[config.mk]
export PLATFORM = sky130hd
export DESIGN_NAME = rpn_stack_calculator
export DESIGN_NICKNAME = d
export VERILOG_FILES = /design/src/rpn_pkg.sv /design/src/rpn_cell.sv /design/src/rpn_divider.sv /design/src/rpn_stack_calculator.sv
export SDC_FILE = /design/constraint.sdc
export NUM_CORES = 2
export LEC_CHECK = 0
export ABC_AREA = 1
export BUFFER_PORTS_ARGS = -buffer_cell sky130_fd_sc_hd__buf_2
export CORE_MARGIN = 2
export CORE_UTILIZATION = 45
export DETAILED_ROUTE_END_ITERATION = 8
export GPL_TIMING_DRIVEN = 0
export PLACE_DENSITY_LB_ADDON = 0.2
export SKIP_LAST_GASP = 1
export SLEW_MARGIN = 20
export SYNTH_ARGS = -nofsm -noshare
export SYNTH_HDL_FRONTEND = slang
export SYNTH_SLANG_ARGS = --single-unit
[constraint.sdc]
create_clock -name clk_i -period 20.9 [get_ports clk_i]
set_input_delay 1.045 -clock clk_i [delete_from_list [all_inputs] [get_ports clk_i]]
set_output_delay 1.045 -clock clk_i [all_outputs]
set_load 0.05 [all_outputs]
[src/rpn_pkg.sv]
// Package for the RPN stack calculator: sizes, command, operator and status codes.
// Depends on nothing; used by every file in src.
package rpn_pkg;
  localparam int unsigned StackDepth = 16;
  localparam int unsigned FracBits   = 16;
  localparam int unsigned DataW      = 32;
  localparam int unsigned CntW       = $clog2(StackDepth + 1);
  localparam int unsigned DepthW     = 5;
  localparam int unsigned QuotW      = DataW + FracBits + 1;

  typedef enum logic [1:0] {CmdPush = 2'd0, CmdOp = 2'd1, CmdClear = 2'd2, CmdNone = 2'd3} cmd_e;
  typedef enum logic [1:0] {OpAdd = 2'd0, OpSub = 2'd1, OpMul = 2'd2, OpDiv = 2'd3} op_e;
  typedef enum logic [1:0] {StOk = 2'd0, StUnder = 2'd1, StOver = 2'd2, StDivZero = 2'd3} status_e;

  // Control that the top level sends to every stack cell.
  typedef struct packed {
    logic push;   // shift down: each cell takes its upper neighbor, top takes new value
    logic pop;    // shift up: each cell takes its lower neighbor
    logic wr_top; // top cell loads the new value (with push or pop)
  } cell_ctl_t;
endpackage

[src/rpn_cell.sv]
// One stack cell: holds one entry and passes it to a neighbor on push or pop.
// Depends on rpn_pkg.
module rpn_cell (
  input  logic                      clk_i,
  input  rpn_pkg::cell_ctl_t        ctl_i,
  input  logic                      is_top_i,
  input  logic [rpn_pkg::DataW-1:0] top_val_i,
  input  logic [rpn_pkg::DataW-1:0] upper_i,
  input  logic [rpn_pkg::DataW-1:0] lower_i,
  output logic [rpn_pkg::DataW-1:0] data_o
);
  logic [rpn_pkg::DataW-1:0] data_q, data_d;
  always_comb begin
    data_d = data_q;
    if (is_top_i && ctl_i.wr_top) begin
      data_d = top_val_i;
    end else if (ctl_i.push) begin
      data_d = upper_i;
    end else if (ctl_i.pop) begin
      data_d = lower_i;
    end
  end
  always_ff @(posedge clk_i) begin
    data_q <= data_d;
  end
  assign data_o = data_q;
endmodule

[src/rpn_divider.sv]
// Restoring divider, one quotient bit per cycle, unsigned magnitudes.
// Depends on rpn_pkg.
module rpn_divider (
  input  logic                      clk_i,
  input  logic                      rst_ni,
  input  logic                      start_i,
  input  logic [rpn_pkg::QuotW-1:0] dividend_i,
  input  logic [rpn_pkg::DataW-1:0] divisor_i,
  output logic                      done_o,
  output logic [rpn_pkg::QuotW-1:0] quot_o
);
  localparam int unsigned StepW = $clog2(rpn_pkg::QuotW + 1);
  logic [rpn_pkg::QuotW-1:0] quot_q, quot_d;
  logic [rpn_pkg::DataW-1:0] rem_q, rem_d;
  logic [rpn_pkg::DataW-1:0] dvs_q, dvs_d;
  logic [StepW-1:0]          cnt_q, cnt_d;
  logic                      run_q, run_d, done_q, done_d;
  logic [rpn_pkg::DataW:0]   trial;
  logic [rpn_pkg::DataW:0]   diff;

  always_comb begin
    quot_d = quot_q; rem_d = rem_q; dvs_d = dvs_q; cnt_d = cnt_q;
    run_d = run_q; done_d = 1'b0;
    trial = {rem_q, quot_q[rpn_pkg::QuotW-1]};
    diff  = trial - {1'b0, dvs_q};
    if (start_i) begin
      quot_d = dividend_i; rem_d = '0; dvs_d = divisor_i;
      cnt_d = StepW'(rpn_pkg::QuotW); run_d = 1'b1;
    end else if (run_q) begin
      // The remainder stays below the divisor, so it always fits in DataW bits.
      if (!diff[rpn_pkg::DataW]) begin
        rem_d  = diff[rpn_pkg::DataW-1:0];
        quot_d = {quot_q[rpn_pkg::QuotW-2:0], 1'b1};
      end else begin
        rem_d  = trial[rpn_pkg::DataW-1:0];
        quot_d = {quot_q[rpn_pkg::QuotW-2:0], 1'b0};
      end
      cnt_d = cnt_q - 1'b1;
      if (cnt_q == StepW'(1)) begin
        run_d = 1'b0; done_d = 1'b1;
      end
    end
  end
  always_ff @(posedge clk_i or negedge rst_ni) begin
    if (!rst_ni) begin
      run_q <= 1'b0; done_q <= 1'b0; cnt_q <= '0;
    end else begin
      run_q <= run_d; done_q <= done_d; cnt_q <= cnt_d;
    end
  end
  always_ff @(posedge clk_i) begin
    quot_q <= quot_d; rem_q <= rem_d; dvs_q <= dvs_d;
  end
  assign done_o = done_q;
  assign quot_o = quot_q;
endmodule

[src/rpn_stack_calculator.sv]
// Top level of the RPN stack calculator: command sequencer, ALU and a row of stack cells.
// Depends on rpn_pkg, rpn_cell and rpn_divider.
//
// An item is taken when start_i is high and busy_o is low; exactly one result follows,
// shown for one cycle with valid_o high, and the receiver cannot stall it. The stack is a
// row of StackDepth cells that shift down on a push and up on a pop, so the top two
// entries sit in fixed cells and no addressed memory is needed. Push, clear, add and
// subtract go from SExec straight to SDone; multiply passes SMul after one registered
// 32x32 product stage, and divide waits in SDiv for the restoring divider that retires
// one quotient bit per cycle over 49 bits. busy_o drops in the cycle before the
// result is shown, so a new item can be accepted at the edge that starts the result cycle.
// Underflow, overflow and divide by zero leave the stack as it was.
module rpn_stack_calculator (
  input  logic                      clk_i,
  input  logic                      rst_ni,
  input  logic                      start_i,
  output logic                      busy_o,
  input  logic [1:0]                cmd_i,
  input  logic [1:0]                op_i,
  input  logic signed [31:0]        value_i,
  output logic                      valid_o,
  output logic signed [31:0]        result_o,
  output logic [1:0]                status_o,
  output logic [4:0]                depth_o
);
  localparam int unsigned DW = rpn_pkg::DataW;
  localparam logic [2:0] SIdle = 3'd0, SExec = 3'd1, SMul = 3'd2, SDiv = 3'd3, SDone = 3'd4;

  logic [2:0] state_q, state_d;
  logic [rpn_pkg::CntW-1:0] cnt_q, cnt_d;
  logic [1:0] cmd_q, op_q;
  logic [DW-1:0] val_q;
  logic [DW-1:0] res_q, res_d;
  logic [1:0]    st_q, st_d;
  logic          valid_q, valid_d;
  logic          neg_q, neg_d;
  logic [2*DW-1:0] prod_q;
  rpn_pkg::cell_ctl_t ctl;
  logic [DW-1:0] top_val;
  logic [DW-1:0] cell_data [rpn_pkg::StackDepth];
  logic          div_start, div_done;
  logic [rpn_pkg::QuotW-1:0] div_quot;

  // Top of stack is cell 0, next is cell 1.
  wire signed [DW-1:0] rhs = cell_data[0];
  wire signed [DW-1:0] lhs = cell_data[1];
  wire [DW-1:0] mag_l = lhs[DW-1] ? DW'(-lhs) : lhs;
  wire [DW-1:0] mag_r = rhs[DW-1] ? DW'(-rhs) : rhs;
  wire signed [DW:0] sum  = {lhs[DW-1], lhs} + {rhs[DW-1], rhs};
  wire signed [DW:0] diff = {lhs[DW-1], lhs} - {rhs[DW-1], rhs};

  function automatic logic [DW-1:0] sat33(input logic [DW:0] x);
    if (x[DW] != x[DW-1]) return x[DW] ? {1'b1, {(DW-1){1'b0}}} : {1'b0, {(DW-1){1'b1}}};
    return x[DW-1:0];
  endfunction

  // Saturate a sign and magnitude pair; magnitude is given as a wide vector.
  function automatic logic [DW-1:0] satmag(input logic neg, input logic [2*DW-1:0] m);
    if (neg) begin
      if (m >= (2*DW)'(64'h8000_0000)) return {1'b1, {(DW-1){1'b0}}};
      return DW'(-m);
    end
    if (m > (2*DW)'(64'h7FFF_FFFF)) return {1'b0, {(DW-1){1'b1}}};
    return m[DW-1:0];
  endfunction

  always_comb begin
    state_d = state_q; cnt_d = cnt_q; res_d = res_q; st_d = st_q;
    valid_d = 1'b0; neg_d = neg_q; ctl = '0; top_val = val_q; div_start = 1'b0;
    unique case (state_q)
      SIdle: begin
        if (start_i) state_d = SExec;
      end
      SExec: begin
        res_d = '0; st_d = rpn_pkg::StOk; neg_d = lhs[DW-1] ^ rhs[DW-1];
        state_d = SDone;
        case (cmd_q)
          rpn_pkg::CmdPush: begin
            if (cnt_q >= rpn_pkg::CntW'(rpn_pkg::StackDepth)) st_d = rpn_pkg::StOver;
            else begin
              ctl.push = 1'b1; ctl.wr_top = 1'b1; top_val = val_q;
              res_d = val_q; cnt_d = cnt_q + 1'b1;
            end
          end
          rpn_pkg::CmdOp: begin
            if (cnt_q < rpn_pkg::CntW'(2)) st_d = rpn_pkg::StUnder;
            else begin
              case (op_q) inside
                rpn_pkg::OpAdd, rpn_pkg::OpSub: begin
                  top_val = sat33(op_q == rpn_pkg::OpAdd ? sum : diff);
                  res_d = top_val; ctl.pop = 1'b1; ctl.wr_top = 1'b1;
                  cnt_d = cnt_q - 1'b1;
                end
                rpn_pkg::OpMul: state_d = SMul;
                default: begin
                  if (rhs == '0) st_d = rpn_pkg::StDivZero;
                  else begin
                    div_start = 1'b1; state_d = SDiv;
                  end
                end
              endcase
            end
          end
          rpn_pkg::CmdClear: cnt_d = '0;
          default: ;
        endcase
      end
      SMul: begin
        top_val = satmag(neg_q, prod_q >> rpn_pkg::FracBits);
        res_d = top_val; ctl.pop = 1'b1; ctl.wr_top = 1'b1;
        cnt_d = cnt_q - 1'b1; state_d = SDone;
      end
      SDiv: begin
        top_val = satmag(neg_q, (2*DW)'(div_quot));
        if (div_done) begin
          res_d = top_val; ctl.pop = 1'b1; ctl.wr_top = 1'b1;
          cnt_d = cnt_q - 1'b1; state_d = SDone;
        end
      end
      SDone: begin
        valid_d = 1'b1; state_d = start_i ? SExec : SIdle;
      end
      default: state_d = SIdle;
    endcase
  end

  always_ff @(posedge clk_i or negedge rst_ni) begin
    if (!rst_ni) begin
      state_q <= SIdle; cnt_q <= '0; valid_q <= 1'b0;
    end else begin
      state_q <= state_d; cnt_q <= cnt_d; valid_q <= valid_d;
    end
  end

  always_ff @(posedge clk_i) begin
    if (start_i && !busy_o) begin
      cmd_q <= cmd_i; op_q <= op_i; val_q <= value_i;
    end
    res_q <= res_d; st_q <= st_d; neg_q <= neg_d;
    prod_q <= mag_l * mag_r;
  end

  rpn_divider u_div (
    .clk_i, .rst_ni, .start_i(div_start),
    .dividend_i({1'b0, mag_l, {rpn_pkg::FracBits{1'b0}}}),
    .divisor_i(mag_r), .done_o(div_done), .quot_o(div_quot)
  );

  for (genvar g = 0; g < rpn_pkg::StackDepth; g++) begin : g_cell
    rpn_cell u_cell (
      .clk_i, .ctl_i(ctl), .is_top_i(g == 0), .top_val_i(top_val),
      .upper_i(g == 0 ? top_val : cell_data[(g == 0) ? 0 : g - 1]),
      .lower_i(cell_data[(g == rpn_pkg::StackDepth - 1) ? g : g + 1]),
      .data_o(cell_data[g])
    );
  end

  assign busy_o   = (state_q != SIdle) && (state_q != SDone);
  assign valid_o  = valid_q;
  assign result_o = res_q;
  assign status_o = st_q;
  assign depth_o  = rpn_pkg::DepthW'(cnt_q);
endmodule

==> impl_metrics.ini <==
[setup_path]
crit_family = adder cells
r2r_cells = 36
r2r_start = g_cell[1].u_cell.data_o[0]$_DFFE_PP_
slowest_stage = clkbuf_1
critPathCaptureType = register
arrival_ps = 13660
r2r_slack_ps = 7890
cp_data_required_time_ps = 21550
crit_type = reg2reg
endpoint = prod_q[45]$_DFF_P_
startpoint = g_cell[1].u_cell.data_o[0]$_DFFE_PP_
worstSetupPathDepth = 36
cpPeakStageDelay_ps = 990
cp_max_fo = 10
startpoint_type = register
worst-path-buf-inv = 12
r2r-end = prod_q[45]$_DFF_P_

[detailed_routing]
drc_errors = 0
detail-route-antenna-nets = 0
detail_route.wl_per_cell_um = 26.4
first_pass_iters = 6
avgViaCountPerCell = 5.50
vias = 63000
drt_iter0_drc = 5955
finalWirelength_mm = 303

[status]
status = completed

[finish]
area.sequential_sq_mm = 0.0218
drive_gt1_frac = 0.0459
fillCellCount = 16400
area_growth_pct = 8.94
multi_input_area_sq_mm = 0.0441
finish.utilization = 0.493
nets = 10500

[sta]
slew_headroom = 0.105
setup_viol = 0
worst_pin_slew_ps = 1340
timing.final.crit_share = 0.622
rsz0062_at_grt = false
skew_ps = 68.4
period_minus_slack_ps = 13010
hold_violations = 0
final_max_slew_viol_count = 0
fmax_mhz = 76.9

[clock_network]
cts_buffers = 85
h-tree-depth = 3
post_cts_buffers = 0
path_clk_slew_ps = 60
cts_tree = yes
ctsLongestPathBuffers = 3
cts_resized = 0
clk_latency_ps = 730
ctsHoldBuffers = 0
cts_sinks = 761
cts-root-buf = clkbuf_16

[synthesis]
ys_seq_area_frac = 0.296
syn_avg_cell_area_sq_um = 8.16
synthMuxAreaShare = 0
ys_types = 60
synth_nets = 10300
synth-xor-area-share = 0.0185
synth-async-reset-ratio = 0.0223
synth_top_family_by_area = adder cells
synthAdderAreaFrac = 0.301
synth_compound_area_frac = 0.0534
synthSimpleGateAreaFrac = 0.224
syn-instance-count = 9018
synth_edf_count = 647
ys_ff_latch = 761
yosysWarnings = 0
ys.flop_type = edfxtp_1
synthesis.area_sq_mm = 0.0736

[global_routing]
grt_pass1_wl_mm = 436
grt_pass1_vias = 63800
overflow = 0
grt_max_degree = 52
antenna_found_initial = 21
grt.total_usage = 0.363

[hold_path]
hold_path_class = in2async

[flow_run]
maxCapViolations = 0

[placed_design]
io_buffers = 79
place_congestion = 1.05
place_hpwl_mm = 249

[die]
initial_core_util = 0.452
rows = 148
dieArea_sq_mm = 0.167
dieHeight_um = 408
die_x_um = 408
core_sq_mm = 0.163
ios = 80
-- layer usage --
layer  global-route usage  wire length (um)  part of all wire  vias to the layer above
met4                0.204             20400             0.067                       20
met5                    0               153           0.00050                        -
met2                0.562            135000              0.45                     2849
met3               0.0865             26700             0.088                      710
li1                     -                 -                 -                    28100
met1                0.468            121000              0.40                    31400
-- worst register-to-register path, delay by kind of cell, from the launching register on --
kind / cells / cell delay [ps]
XOR/XNOR: 1 / 180
flip-flops: 1 / 410
buffers and inverters: 12 / 3720
adder cells (fa/ha/maj): 10 / 5410
AO/OA/AOI/OAI: 1 / 350
AND/OR/NAND/NOR: 12 / 2930
-- cell usage in the layout (no fill, tap or decap), drive strengths merged, types with 97 or more instances in the layout --
cell    Yosys  routed
clkbuf    246     351
buf        94     197
o21ai     350     350
nor2      946     946
a21oi     187     187
fa        897     897
nand3     284     284
inv      1637    1639
nand2    2756    2756
edfxtp    647     647
xor2      112     112
ha        337     337
dfxtp      97      97
-- sequential cells by signal (all words and copies together), names as in the netlist --
register              flops
status_o                  2
u_div.run_q               1
u_div.dvs_q              32
op_q                      2
result_o                 32
u_div.cnt_q               6
depth_o                   5
g_cell.u_cell.data_o    512
valid_o                   1
val_q                    32
neg_q                     1
u_div.done_o              1
state_q                   3
u_div.quot_o             49
cmd_q                     2
u_div.rem_q              32
prod_q                   48
-- through the flow --
stage | hold WS [ps] | instances | setup slack [ps] | setup TNS, ps | instance area (sq um)
after detailed placement | 435 | 11300 | 8260 | 0 | 77300
final | 253 | 11500 | 7890 | 0 | 80100
after global routing | 256 | 11500 | 7800 | 0 | 80100
after floorplan | 427 | 9018 | 4770 | 0 | 73600
after CTS | 234 | 11500 | 8270 | 0 | 80100
after global placement | 432 | 11300 | -3640 | -1615630 | 76700
-- cells in the mapped netlist, drive strengths merged, types with 2 or more instances --
library cell	instances	area share
nand4	62	0.0053
buf	94	0.0071
o311ai	5	0.00060
dfxtp	97	0.026
o21a	12	0.0012
nor2	946	0.049
xor2	112	0.013
o221ai	2	0.00024
a21oi	187	0.013
a211oi	5	0.00051
fa	897	0.24
o211ai	15	0.0015
dfrtp	17	0.0058
o21ai	350	0.024
clkbuf	246	0.014
nor3	61	0.0043
nand3	284	0.020
nor4	26	0.0023
clkinv	23	0.0012
edfxtp	647	0.26
nand3b	7	0.00071
o22ai	40	0.0034
nand2	2756	0.14
inv	1637	0.084
xnor2	43	0.0051
o21bai	12	0.0012
a31oi	28	0.0024
o31ai	4	0.00041
a21boi	13	0.0013
a21o	26	0.0027
or2	12	0.0011
ha	337	0.057
and3	4	0.00034
-- logic make-up after synthesis --
family	count (synthesis)
and+or+nand+nor	4161
buffers and inverters	2000
adders and majority gates	1234
DFF	761
AOI/OAI and AO/OA	707
xor gates and xnor gates	155
-- cell type report --
cell class | instances | share of cell area
multi-input cells | 6257 | 0.550
plain buffers | 340 | 0.0199
flip-flops and latches | 761 | 0.272
clock buffers | 105 | 0.0277
clock inverters | 51 | 0.00706
repair buffers | 103 | 0.0111
well taps | 2175 | 0.0340
inverters | 1660 | 0.0778
diodes | 15 | 0.000468
-- worst min path at each step --
stage	startpoint	to	slack, ps	depth (start not counted)
2_1_floorplan	g_cell[14].u_cell.data_o[0]$_DFFE_PP_	g_cell[15].u_cell.data_o[0]$_DFFE_PP_	430	0
3_3_place_gp	g_cell[14].u_cell.data_o[6]$_DFFE_PP_	g_cell[15].u_cell.data_o[6]$_DFFE_PP_	430	0
3_5_place_dp	g_cell[14].u_cell.data_o[7]$_DFFE_PP_	g_cell[15].u_cell.data_o[7]$_DFFE_PP_	440	0
4_1_cts	rst_ni	state_q[1]$_DFFE_PN0P_	230	1
5_1_grt	rst_ni	valid_o$_DFF_PN0_	260	1
6_report	rst_ni	state_q[1]$_DFFE_PN0P_	250	1
Power is not shown: default switching activity piles up to over one toggle a cycle in this logic, so the estimate is an artifact.
